===== config.mk =====
export PLATFORM = sky130hd
export DESIGN_NAME = path_meta_header_step_unit
export DESIGN_NICKNAME = d
export VERILOG_FILES = /design/src/rtl/pmh_pkg.sv /design/src/rtl/pmh_decode.sv /design/src/rtl/pmh_locate.sv /design/src/rtl/pmh_pack.sv /design/src/rtl/path_meta_header_step_unit.sv
export SDC_FILE = /design/constraint.sdc
export NUM_CORES = 1
export LEC_CHECK = 0
export ABC_AREA = 1
export BUFFER_PORTS_ARGS = -buffer_cell sky130_fd_sc_hd__clkbuf_2
export CORE_ASPECT_RATIO = 0.5
export CORE_MARGIN = 5
export CORE_UTILIZATION = 57
export DETAILED_ROUTE_END_ITERATION = 12
export MAX_ROUTING_LAYER = met4
export PLACE_DENSITY_LB_ADDON = 0.08
export SYNTH_ARGS = -nofsm -noshare
export SYNTH_HDL_FRONTEND = slang
export SYNTH_SLANG_ARGS = --single-unit

===== constraint.sdc =====
create_clock -name clk -period 2.7 [get_ports clk]
set_input_delay 0.27 -clock clk [delete_from_list [all_inputs] [get_ports clk]]
set_output_delay 0.27 -clock clk [all_outputs]
set_load 0.02 [all_outputs]

===== src/rtl/pmh_pkg.sv =====
// Shared types, constants and helper function of the path meta header step unit.
`timescale 1ns / 1ps
package pmh_pkg;

  localparam int unsigned FieldW   = 6;
  localparam int unsigned InfShift = 30;
  localparam int unsigned HopShift = 24;
  localparam int unsigned Seg0Shift = 12;
  localparam int unsigned Seg1Shift = 6;

  typedef enum logic [1:0] {
    ST_OK        = 2'd0,
    ST_BAD_ORDER = 2'd1,
    ST_EMPTY     = 2'd2,
    ST_AT_END    = 2'd3
  } status_t;

  typedef struct packed {
    logic        valid;
    logic [31:0] word;
    logic [1:0]  inf;
    logic [5:0]  hop;
    logic [5:0]  seg0;
    logic [6:0]  s01;
    logic [7:0]  nhops;
    logic [1:0]  ninf;
    logic        bad;
  } dec_t;

  typedef struct packed {
    logic        valid;
    logic [31:0] word;
    logic [1:0]  inf;
    logic [5:0]  hop;
    logic [7:0]  nhops;
    logic [1:0]  ninf;
    logic        bad;
    logic        xo;
    logic        axo;
    logic        at_end;
    logic [1:0]  nseg;
  } loc_t;

  typedef struct packed {
    logic        valid;
    status_t     status;
    logic [1:0]  curr_info;
    logic [5:0]  curr_hop;
    logic [1:0]  info_count;
    logic [7:0]  hop_count;
    logic        crossover;
    logic        after_crossover;
    logic [31:0] next_word;
  } res_t;

  // Segment index that holds hop hf.
  function automatic logic [1:0] seg_of_hop(input logic [6:0] hf, input logic [5:0] seg0,
                                            input logic [6:0] s01);
    logic [1:0] r;
    if (hf < {1'b0, seg0}) begin
      r = 2'd0;
    end else if (hf < s01) begin
      r = 2'd1;
    end else begin
      r = 2'd2;
    end
    return r;
  endfunction

endpackage


===== src/rtl/pmh_decode.sv =====
// First stage: field unpacking, segment order check, info and hop counts.
`timescale 1ns / 1ps
module pmh_decode import pmh_pkg::*; (
  input  logic        clk,
  input  logic        rst_n,
  input  logic        in_take,
  input  logic [31:0] in_meta_word,
  output dec_t        dec
);

  dec_t dec_r, dec_nxt;
  logic [5:0] seg0, seg1, seg2;

  always_comb begin
    seg0 = in_meta_word[Seg0Shift +: FieldW];
    seg1 = in_meta_word[Seg1Shift +: FieldW];
    seg2 = in_meta_word[FieldW-1:0];
    dec_nxt.valid = in_take;
    dec_nxt.word  = in_meta_word;
    dec_nxt.inf   = in_meta_word[InfShift +: 2];
    dec_nxt.hop   = in_meta_word[HopShift +: FieldW];
    dec_nxt.seg0  = seg0;
    dec_nxt.s01   = {1'b0, seg0} + {1'b0, seg1};
    dec_nxt.nhops = {2'b00, seg0} + {2'b00, seg1} + {2'b00, seg2};
    dec_nxt.bad   = ((seg1 == 6'd0) && (seg2 != 6'd0)) ||
                    ((seg0 == 6'd0) && ((seg1 | seg2) != 6'd0));
    if (seg2 != 6'd0) begin
      dec_nxt.ninf = 2'd3;
    end else if (seg1 != 6'd0) begin
      dec_nxt.ninf = 2'd2;
    end else if (seg0 != 6'd0) begin
      dec_nxt.ninf = 2'd1;
    end else begin
      dec_nxt.ninf = 2'd0;
    end
  end

  always_ff @(posedge clk) begin
    if (!rst_n) begin
      dec_r <= '0;
    end else begin
      dec_r <= dec_nxt;
    end
  end

  assign dec = dec_r;

endmodule


===== src/rtl/pmh_locate.sv =====
// Second stage: segment lookup of neighboring hops, crossover flags and end check.
`timescale 1ns / 1ps
module pmh_locate import pmh_pkg::*; (
  input  logic clk,
  input  logic rst_n,
  input  dec_t dec,
  output loc_t loc
);

  loc_t loc_r, loc_nxt;
  logic [6:0] hop_p1;
  logic [6:0] hop_m1;
  logic [1:0] pseg;

  always_comb begin
    hop_p1 = {1'b0, dec.hop} + 7'd1;
    hop_m1 = {1'b0, dec.hop} - 7'd1;
    pseg   = seg_of_hop(hop_m1, dec.seg0, dec.s01);
    loc_nxt.valid  = dec.valid;
    loc_nxt.word   = dec.word;
    loc_nxt.inf    = dec.inf;
    loc_nxt.hop    = dec.hop;
    loc_nxt.nhops  = dec.nhops;
    loc_nxt.ninf   = dec.ninf;
    loc_nxt.bad    = dec.bad;
    loc_nxt.nseg   = seg_of_hop(hop_p1, dec.seg0, dec.s01);
    loc_nxt.xo     = ({1'b0, hop_p1} < dec.nhops) && (dec.inf != loc_nxt.nseg);
    loc_nxt.axo    = (dec.inf != 2'd0) && (dec.hop != 6'd0) && ((dec.inf - 2'd1) == pseg);
    loc_nxt.at_end = (dec.nhops != 8'd0) && ({2'b00, dec.hop} >= (dec.nhops - 8'd1));
  end

  always_ff @(posedge clk) begin
    if (!rst_n) begin
      loc_r <= '0;
    end else begin
      loc_r <= loc_nxt;
    end
  end

  assign loc = loc_r;

endmodule


===== src/rtl/pmh_pack.sv =====
// Third stage: status priority and repacking of the advanced meta word.
`timescale 1ns / 1ps
module pmh_pack import pmh_pkg::*; (
  input  logic clk,
  input  logic rst_n,
  input  loc_t loc,
  output res_t res
);

  res_t res_r, res_nxt;
  logic [7:0] last_hop;
  logic [5:0] hop_adv;

  always_comb begin
    last_hop = loc.nhops - 8'd1;
    hop_adv  = loc.hop + 6'd1;
    res_nxt.valid           = loc.valid;
    res_nxt.curr_info       = loc.inf;
    res_nxt.curr_hop        = loc.hop;
    res_nxt.info_count      = loc.ninf;
    res_nxt.hop_count       = loc.nhops;
    res_nxt.crossover       = loc.xo;
    res_nxt.after_crossover = loc.axo;
    if (loc.bad) begin
      res_nxt.status    = ST_BAD_ORDER;
      res_nxt.next_word = loc.word;
    end else if (loc.ninf == 2'd0) begin
      res_nxt.status    = ST_EMPTY;
      res_nxt.next_word = loc.word;
    end else if (loc.at_end) begin
      res_nxt.status    = ST_AT_END;
      res_nxt.next_word = {loc.inf, last_hop[5:0], 6'd0, loc.word[17:0]};
    end else begin
      res_nxt.status    = ST_OK;
      res_nxt.next_word = {loc.nseg, hop_adv, 6'd0, loc.word[17:0]};
    end
  end

  always_ff @(posedge clk) begin
    if (!rst_n) begin
      res_r <= '0;
    end else begin
      res_r <= res_nxt;
    end
  end

  assign res = res_r;

endmodule


===== src/rtl/path_meta_header_step_unit.sv =====
// Top level of the path meta header step unit.
//
// The block takes one 32-bit path meta word per transfer on the input
// channel. A transfer happens at a rising edge where start is high and busy
// is low. Busy never rises, so a new word may be offered in every cycle.
//
// Each word gives exactly one result after the decode, hop lookup and repack
// registers. The result is shown on the out_ ports for one cycle while
// out_valid is high. Throughput is one word per cycle, set by the three
// register stages (decode, hop lookup, repack) that each take a new word
// every cycle.
// Synchronous reset clears the valid bits of all stages, so words in flight
// at reset are dropped and no result appears until new words arrive.
// The receiver has no way to hold a result, so nothing ever waits.
`timescale 1ns / 1ps
module path_meta_header_step_unit import pmh_pkg::*; (
  input  logic        clk,
  input  logic        rst_n,
  input  logic        start,
  output logic        busy,
  input  logic [31:0] in_meta_word,
  output logic        out_valid,
  output logic [1:0]  out_status,
  output logic [1:0]  out_curr_info,
  output logic [5:0]  out_curr_hop,
  output logic [1:0]  out_info_count,
  output logic [7:0]  out_hop_count,
  output logic        out_crossover,
  output logic        out_after_crossover,
  output logic [31:0] out_next_word
);

  dec_t dec;
  loc_t loc;
  res_t res;

  assign busy = 1'b0;

  pmh_decode u_decode (
    .clk         (clk),
    .rst_n       (rst_n),
    .in_take     (start && !busy),
    .in_meta_word(in_meta_word),
    .dec         (dec)
  );

  pmh_locate u_locate (
    .clk  (clk),
    .rst_n(rst_n),
    .dec  (dec),
    .loc  (loc)
  );

  pmh_pack u_pack (
    .clk  (clk),
    .rst_n(rst_n),
    .loc  (loc),
    .res  (res)
  );

  assign out_valid           = res.valid;
  assign out_status          = res.status;
  assign out_curr_info       = res.curr_info;
  assign out_curr_hop        = res.curr_hop;
  assign out_info_count      = res.info_count;
  assign out_hop_count       = res.hop_count;
  assign out_crossover       = res.crossover;
  assign out_after_crossover = res.after_crossover;
  assign out_next_word       = res.next_word;

`ifndef SYNTHESIS
  a_result_follows: assert property (@(posedge clk) disable iff (!rst_n)
    (start && !busy) |-> ##3 out_valid)
    else $error("transfer did not produce a result");

  a_no_spurious: assert property (@(posedge clk) disable iff (!rst_n)
    !(start && !busy) |-> ##3 !out_valid)
    else $error("result without a transfer");

  a_ok_advances: assert property (@(posedge clk) disable iff (!rst_n)
    (out_valid && (out_status == ST_OK)) |->
      (out_next_word[29:24] == (out_curr_hop + 6'd1)) && (out_next_word[23:18] == 6'd0))
    else $error("advanced hop index wrong");

  a_empty_no_hops: assert property (@(posedge clk) disable iff (!rst_n)
    (out_valid && (out_status == ST_EMPTY)) |->
      (out_hop_count == 8'd0) && (out_info_count == 2'd0))
    else $error("empty path with hops");
`endif

endmodule

==> results of run 1 <==
cells by family after synthesis:
kind of cell	after synthesis	synth area share, %
AO/OA/AOI/OAI	58	5.17
XOR/XNOR	18	2.46
adder cells (fa/ha/maj)	56	11.2
buffers and inverters	215	13.0
flip-flops	155	48.4
other	1	0.0585
AND/OR/NAND/NOR	309	19.7
layout by cell type, fill, tap and decap left out, types with 5 or more instances in the layout:
cell type and count:
sky130_fd_sc_hd__inv_2 8, sky130_fd_sc_hd__inv_6 5, sky130_fd_sc_hd__xor2_1 15, sky130_fd_sc_hd__nand2_1 206
sky130_fd_sc_hd__a21oi_1 33, sky130_fd_sc_hd__nand4_1 9, sky130_fd_sc_hd__dfxtp_1 154, sky130_fd_sc_hd__clkbuf_16 17
sky130_fd_sc_hd__o21ai_0 9, sky130_fd_sc_hd__nor2_1 52, sky130_fd_sc_hd__ha_1 54, sky130_fd_sc_hd__nand3_1 24
sky130_fd_sc_hd__inv_1 185, sky130_fd_sc_hd__clkbuf_2 88
power by group:
part / leakage [nW] / internal [W] / total (W) / switching, W
Combinational: 2.97 / 0.000348 / 0.000933 / 0.000585
Clock: 0.301 / 0.00143 / 0.00243 / 0.00101
Sequential: 1.28 / 0.00243 / 0.00252 / 0.0000846
sequential cells by signal, summed over array words and instances (netlist names):
| name | count |
|---|---|
| u_locate.loc | 49 |
| u_pack.res | 55 |
| u_decode.dec | 51 |
metrics by stage:
step / instances / hold slack [ps] / area (um2) / utilization, %
2_1_floorplan: 812 / 363 / 6410 / -
3_3_place_gp: 1027 / 392 / 6960 / 63.4
3_5_place_dp: 1027 / 397 / 6960 / 63.4
4_1_cts: 1059 / 18.0 / 7580 / 69.0
5_1_grt: 1059 / 43.0 / 7580 / 69.0
6_report: 1059 / 30.5 / 7580 / 69.0
cell usage after synthesis, drive strengths merged (5+ instances only):
cell type  instances
xor2              15
buf               16
nand4              9
nand3             24
clkbuf             5
nand2            210
dfxtp            155
nor2              55
o21ai             11
a21oi             34
ha                54
inv              193
worst register-to-register path: cells and delay by family (launching register included):
family                     cells  cell delay (ps)
buffers and inverters          4              250
DFF                            1              540
and+or+nand+nor               11              830
AOI/OAI and AO/OA              1              120
adders and majority gates      1              310
xor gates and xnor gates       1              180
final cells by class:
cell class / count / area, um2
sequential: 155 / 3100
timing repair buffer: 91 / 475
tap: 145 / 181
clock buffer: 18 / 439
multi-input combinational: 442 / 2470
fill: 918 / 3400
clock inverter: 14 / 175
inverter: 194 / 728
per-layer routing:
layer	part of all wire, %	up-vias	global-route usage (%)
met4	1.6	0	6.95
met5	0	-	-
met1	52	2096	27.9
li1	-	2602	-
met2	40	134	28.5
met3	6.4	26	4.61
final timing paths:
kind                                      end  slack, ps  cells after the start
setup reg to reg   u_locate.loc[4]$_SDFF_PN0_        350                     18
hold reg to reg      u_pack.res[9]$_SDFF_PN0_        410                      2
hold / removal    u_decode.dec[64]$_SDFF_PN0_         30                      3
setup / recovery   u_locate.loc[4]$_SDFF_PN0_        350                     18
timing repair:
item / 4_1_cts / 5_1_grt
endpoints found under the setup margin: 0 / 1
resized for setup: 0 / 1
endpoints found under the hold margin: 0 / 0
==> impl_table.tex, run 1 <==
\begin{tabular}{lr}
\hline
Metric & Value \\
\hline
\multicolumn{2}{l}{\textbf{Die}} \\
Number of top-level design ports & between 90 and 100 \\
Horiz. Die Dim & about 160 um \\
Core ar. & 11000 um2 \\
Effective utilization at floorplan & 58.4\% \\
Chip height & $\sim$85 um \\
Full die area & 13600 um2 \\
Site Rows & 27 \\
\multicolumn{2}{l}{\textbf{Setup path}} \\
Slowest cell delay on critical path & approximately 540 ps \\
Critical Path RT & 3020 ps \\
First element of the critical path & u\_decode.dec[26]\$\_SDFF\_PN0\_ \\
Kind of start point of the critical path & flop \\
Cells along the critical path & nand3\_1 -> nor2\_1 -> nand2\_1 -> xor2\_1 -> inv\_1 -> ha\_1 -> nand2\_1 -> inv\_1 -> a21oi\_1 -> nand2\_1 -> inv\_2 -> nand2\_4 -> nand2\_2 -> nand2\_1 -> nand2\_1 -> nand2\_1 -> nand2\_1 -> inv\_1 \\
Type of the worst setup path & reg -> reg \\
Bufs and invs on worst path & 4 \\
Capturing element type of the critical path & flop \\
R2R Path Start & u\_decode.dec[26]\$\_SDFF\_PN0\_ \\
Cell type with the highest occurrence count on the critical path & sky130\_fd\_sc\_hd\_\_nand2\_1 \\
CP max-delay cell & sky130\_fd\_sc\_hd\_\_dfxtp\_1 \\
Top delay family on crit path & simple AND/OR/NAND/NOR gates \\
Critical Path Fanout Max & 8 \\
Critical Path AT & between 2000 and 3000 ps \\
\multicolumn{2}{l}{\textbf{Timing}} \\
Clock Skew & around 7.0 ps \\
Worst-Margin Slew & between 500 and 600 ps \\
Endpoints failing setup & 0 \\
Final Hold Viols & 0 \\
Part of the cycle the worst path needs & between 80 and 90\% \\
Final Critical Period & 2350 ps \\
Normalized max-slew margin & between 60\% and 70\% \\
Setup total negative slack & 0 ps \\
Number of max-slew violations in the final report & 0 \\
Final worst setup slack & 353 ps \\
RSZ-0062 raised after global routing & no \\
Achievable clock frequency & approximately 0.43 GHz \\
\multicolumn{2}{l}{\textbf{Route}} \\
Overall routed net length & 12500 um \\
First-pass detailed-route iteration total & 4 \\
Wirelength per Cell & roughly 12 um \\
Via Count & about 5000 \\
Via-to-Cell Ratio & around 4.6 \\
DRC violation count after routing & 0 \\
Antenna-violating nets left & 0 \\
Number of DRC markers in iteration 0 & between 200 and 300 \\
\multicolumn{2}{l}{\textbf{Clocking}} \\
Clock buffer count from CTS & 17 \\
Clock transition time at the flip-flop clock pins of the worst setup and hold paths & $\sim$70 ps \\
Post-CTS Setup Repair Bufs & 0 \\
Sink count of the clock tree & roughly 160 \\
CTS tree & done \\
Post-CTS Hold Buffers & 0 \\
Cell at the root of the clock tree & sky130\_fd\_sc\_hd\_\_clkbuf\_16 \\
Maximum level of the CTS H-tree & 4 \\
Clock insertion delay at the later pin of the skew report & between 400 and 500 ps \\
Buffers from clock root to sink, at most & 2 \\
\multicolumn{2}{l}{\textbf{Synthesis}} \\
Number of distinct library cells after synthesis & 40 \\
Proportion of synthesized flip-flops having asynchronous set or reset & 0\% \\
Syn Inst Count & 812 \\
Number of storage elements in the synthesis netlist & around 160 \\
Sequential share of the synthesized area & slightly below 50\% \\
Share of the synthesized area in the top cell type & around half \\
Post-synth EDFFs & 0 \\
Top post-synthesis cells by area & sky130\_fd\_sc\_hd\_\_dfxtp\_1 48\%, sky130\_fd\_sc\_hd\_\_nand2\_1 12\%, sky130\_fd\_sc\_hd\_\_inv\_1 11\% \\
Area leader, netlist & sky130\_fd\_sc\_hd\_\_dfxtp\_1 \\
Synthesized Nets & 903 \\
Synth warn & 0 \\
Summed instance area of the synthesized netlist & approximately 6400 um2 \\
Top flip-flop cell by instance count after synthesis & sky130\_fd\_sc\_hd\_\_dfxtp\_1 \\
Synthesized area per cell & 7.90 um2 \\
\multicolumn{2}{l}{\textbf{Min path}} \\
Hold Crit Class & in -> reg \\
Hold\_sp & start \\
\multicolumn{2}{l}{\textbf{Placement}} \\
RePlAce Congestion & 0.910 \\
HPWL after detailed placement & 9290 um \\
Worst-case setup slack after placement & 153 ps \\
Number of buffer cells added on primary ports & 89 \\
\multicolumn{2}{l}{\textbf{Global route}} \\
GRT Overall Usage & roughly a fifth \\
Antenna violations before repair & 0 \\
Vias in the first global route & about 4500 \\
Maximum number of pins on one net before global-route repair & around 110 \\
Global-route wire length before repair & between 20000 and 25000 um \\
Global-route congestion overflow total & 0 \\
\multicolumn{2}{l}{\textbf{Power}} \\
Leakage power of the design & approximately 4.5 nW \\
Power density of the placed cells & $\sim$780 nW/um2 \\
Pwr Total & 0.00588 W \\
Maximum ir drop on the vdd rail & approximately 0.45 mV \\
\multicolumn{2}{l}{\textbf{Finish}} \\
Share of post-route cells with drive strength above 1 & between 15 and 20\% \\
Relative area change from synthesis to final layout & 18.2\% \\
Antenna Cells & 0 \\
Nets & 992 \\
\multicolumn{2}{l}{\textbf{Run status}} \\
Result of the run & finished clean \\
\multicolumn{2}{l}{\textbf{Job}} \\
Count of max-cap constraint violations & 0 \\
\hline
\end{tabular}
Power figures use the tool's default switching activity.
==> run 2: changes to the inputs <==
--- a/config.mk
+++ b/config.mk
@@ -7,12 +7,15 @@
 export LEC_CHECK = 0
 export ABC_AREA = 1
 export BUFFER_PORTS_ARGS = -buffer_cell sky130_fd_sc_hd__clkbuf_2
+export CELL_PAD_IN_SITES_DETAIL_PLACEMENT = 0
+export CELL_PAD_IN_SITES_GLOBAL_PLACEMENT = 2
 export CORE_ASPECT_RATIO = 0.5
 export CORE_MARGIN = 5
-export CORE_UTILIZATION = 57
+export CORE_UTILIZATION = 33
 export DETAILED_ROUTE_END_ITERATION = 12
 export MAX_ROUTING_LAYER = met4
 export PLACE_DENSITY_LB_ADDON = 0.08
+export SKIP_CTS_REPAIR_TIMING = 1
 export SYNTH_ARGS = -nofsm -noshare
 export SYNTH_HDL_FRONTEND = slang
 export SYNTH_SLANG_ARGS = --single-unit
==> run 2 against run 1 <==
Effect of this change:
- register-to-register slack improved by 20 ps
- critical path depth unchanged
- sequential cell count unchanged
- cell count increased by 12%
- clock-buffer cell count increased by 2
- worst setup slack improved by 19 ps
- power decreased by 1.1%
==> impl_table.tex, run 2 (synthesis gave the netlist of run 1 again) <==
\begin{tabular}{lr}
\hline
Metric & Value \\
\hline
\multicolumn{2}{l}{\textbf{Finish}} \\
Flip-flop count of the largest register, all copies and words added & 55 (unchanged) \\
Most common library cell in the layout ignoring fill and taps & sky130\_fd\_sc\_hd\_\_nand2\_1 (unchanged) \\
Filler cells & 2038 (was 918) \\
Share of post-route cells with drive strength above 1 & 15.5\% (was 15.8\%) \\
Nets & 993 (was 992) \\
Relative area change from synthesis to final layout & 20.2\% (was 18.2\%) \\
Combined flip-flop and latch cell area & 3100 um2 (about the same) \\
Commonest non-fill, non-tap cells in the layout & 206 x sky130\_fd\_sc\_hd\_\_nand2\_1, 185 x sky130\_fd\_sc\_hd\_\_inv\_1, 155 x sky130\_fd\_sc\_hd\_\_dfxtp\_1 (was 206 x sky130\_fd\_sc\_hd\_\_nand2\_1, 185 x sky130\_fd\_sc\_hd\_\_inv\_1, 154 x sky130\_fd\_sc\_hd\_\_dfxtp\_1) \\
Area of combinational cells with multiple inputs & 2470 um2 (unchanged) \\
Antenna Cells & 0 (unchanged) \\
\multicolumn{2}{l}{\textbf{Global route}} \\
Global-route congestion overflow total & 0 (unchanged) \\
Global-route wire length before repair & 24600 um (was 21400 um) \\
Antenna violations before repair & 0 (unchanged) \\
Maximum number of pins on one net before global-route repair & 135 (was 111) \\
GRT Overall Usage & 14.6\% (was 20.0\%) \\
Vias in the first global route & 4657 (was 4522) \\
\multicolumn{2}{l}{\textbf{Setup path}} \\
Slowest cell delay on critical path & 550 ps (was 540 ps) \\
Critical Path RT & 3030 ps (was 3020 ps) \\
Kind of start point of the critical path & flop (unchanged) \\
Critical Path Fanout Max & 8 (unchanged) \\
CP max-delay cell & sky130\_fd\_sc\_hd\_\_dfxtp\_1 (unchanged) \\
Critical Path AT & 2650 ps (was 2670 ps) \\
Bufs and invs on worst path & 4 (unchanged) \\
Cells along the critical path & nand3\_1 -> nor2\_1 -> nand2\_1 -> xor2\_1 -> inv\_1 -> ha\_1 -> nand2\_1 -> inv\_1 -> a21oi\_1 -> nand2\_1 -> inv\_2 -> nand2\_4 -> nand2\_2 -> nand2\_1 -> nand2\_1 -> nand2\_1 -> nand2\_1 -> inv\_1 (unchanged) \\
Cell type with the highest occurrence count on the critical path & sky130\_fd\_sc\_hd\_\_nand2\_1 (unchanged) \\
Type of the worst setup path & reg -> reg (unchanged) \\
Top delay family on crit path & simple AND/OR/NAND/NOR gates (unchanged) \\
Capturing element type of the critical path & flop (unchanged) \\
\multicolumn{2}{l}{\textbf{Timing}} \\
Number of max-slew violations in the final report & 0 (unchanged) \\
Worst-Margin Slew & 591 ps (was 531 ps) \\
Final Critical Period & 2330 ps (was 2350 ps) \\
Endpoints failing setup & 0 (unchanged) \\
Setup total negative slack & 0 ps (unchanged) \\
Final Hold Viols & 0 (unchanged) \\
Clock Skew & 9.72 ps (was 7.00 ps) \\
RSZ-0062 raised after global routing & no (unchanged) \\
Part of the cycle the worst path needs & 86.2\% (was 86.9\%) \\
Worst-case hold slack & 23.6 ps (was 30.5 ps) \\
Achievable clock frequency & 0.430 GHz (was 0.426 GHz) \\
Normalized max-slew margin & 60.6\% (was 64.5\%) \\
\multicolumn{2}{l}{\textbf{Route}} \\
Antenna-violating nets left & 0 (unchanged) \\
DRC violation count after routing & 0 (unchanged) \\
First-pass detailed-route iteration total & 5 (was 4) \\
Wirelength per Cell & 12.5 um (was 11.8 um) \\
Number of DRC markers in iteration 0 & 262 (was 291) \\
Via Count & 4809 (was 4858) \\
Via-to-Cell Ratio & 4.07 (was 4.59) \\
Overall routed net length & 14700 um (was 12500 um) \\
\multicolumn{2}{l}{\textbf{Power}} \\
Pwr Total & 0.00582 W (was 0.00588 W) \\
Leakage power of the design & 4.53 nW (was 4.55 nW) \\
Maximum ir drop on the vdd rail & 0.434 mV (was 0.446 mV) \\
Power density of the placed cells & 755 nW/um2 (was 777 nW/um2) \\
\multicolumn{2}{l}{\textbf{Clocking}} \\
Clock buffer count from CTS & 17 (unchanged) \\
Cell at the root of the clock tree & sky130\_fd\_sc\_hd\_\_clkbuf\_16 (unchanged) \\
Clock transition time at the flip-flop clock pins of the worst setup and hold paths & 60 ps (was 70 ps) \\
Sink count of the clock tree & 155 (unchanged) \\
CTS tree & done (unchanged) \\
Buffers from clock root to sink, at most & 2 (unchanged) \\
Clock insertion delay at the later pin of the skew report & 430 ps (was 420 ps) \\
Maximum level of the CTS H-tree & 4 (unchanged) \\
\multicolumn{2}{l}{\textbf{Die}} \\
Horiz. Die Dim & 207 um (was 160 um) \\
Number of top-level design ports & 91 (unchanged) \\
Site Rows & 36 (was 27) \\
Effective utilization at floorplan & 33.3\% (was 58.4\%) \\
Core ar. & 19300 um2 (was 11000 um2) \\
Full die area & 22500 um2 (was 13600 um2) \\
Chip height & 109 um (was 85.0 um) \\
\multicolumn{2}{l}{\textbf{Job}} \\
Count of max-cap constraint violations & 0 (unchanged) \\
\multicolumn{2}{l}{\textbf{Run status}} \\
Result of the run & finished clean (unchanged) \\
\multicolumn{2}{l}{\textbf{Min path}} \\
Hold Crit Class & in -> reg (unchanged) \\
\multicolumn{2}{l}{\textbf{Placement}} \\
HPWL after detailed placement & 11200 um (was 9290 um) \\
RePlAce Congestion & 0.769 (was 0.910) \\
Number of buffer cells added on primary ports & 89 (unchanged) \\
\hline
\end{tabular}
==> run 2: area by class of cell <==
class	count	area share [%]
clock buffers	20	5.80
clock inverters	12	1.79
multi-input cells	442	32.1
repair buffers	92	6.27
flip-flops and latches	155	40.3
inverters	194	9.45
well taps	266	4.32
==> run 2: per-stage QoR <==
step	instances	instance area [um2]	setup slack, ps	util (%)
2_1_floorplan	812	6410	396	-
3_3_place_gp	1149	7120	126	36.9
3_5_place_dp	1149	7120	64.3	36.9
4_1_cts	1181	7710	328	40.0
5_1_grt	1181	7710	84.4	40.0
6_report	1181	7710	372	40.0
==> run 2: final timing paths <==
check,slack (ps),endpoint,cells after the start,start
max reg2reg,370,u_locate.loc[4]$_SDFF_PN0_,18,u_decode.dec[26]$_SDFF_PN0_
min,20,u_decode.dec[50]$_SDFF_PN0_,3,in_meta_word[18]
max,370,u_locate.loc[4]$_SDFF_PN0_,18,u_decode.dec[26]$_SDFF_PN0_
min reg2reg,410,u_locate.loc[7]$_SDFF_PN0_,2,u_decode.dec[2]$_SDFF_PN0_
==> run 2: power by group <==
group,switching [W],internal (W)
Sequential,0.0000924,0.00243
Combinational,0.000586,0.000347
Clock,0.000965,0.00140
Total,0.00164,0.00418
==> run 2: routing by layer <==
layer | vias up | routed length (um) | GRT usage (%)
met5 | - | 0 | -
met4 | 0 | 136 | 4.53
met3 | 12 | 639 | 4.55
met2 | 80 | 5480 | 18.8
met1 | 2109 | 8450 | 21.4
li1 | 2608 | - | -
==> run 2: worst reg2reg max path: cells and delay by family, from the launching register on <==
kind                     cells  cell delay (ps)
adder cells (fa/ha/maj)      1              260
buffers and inverters        4              270
AO/OA/AOI/OAI                1              130
AND/OR/NAND/NOR             11              860
flip-flops                   1              550
XOR/XNOR                     1              160
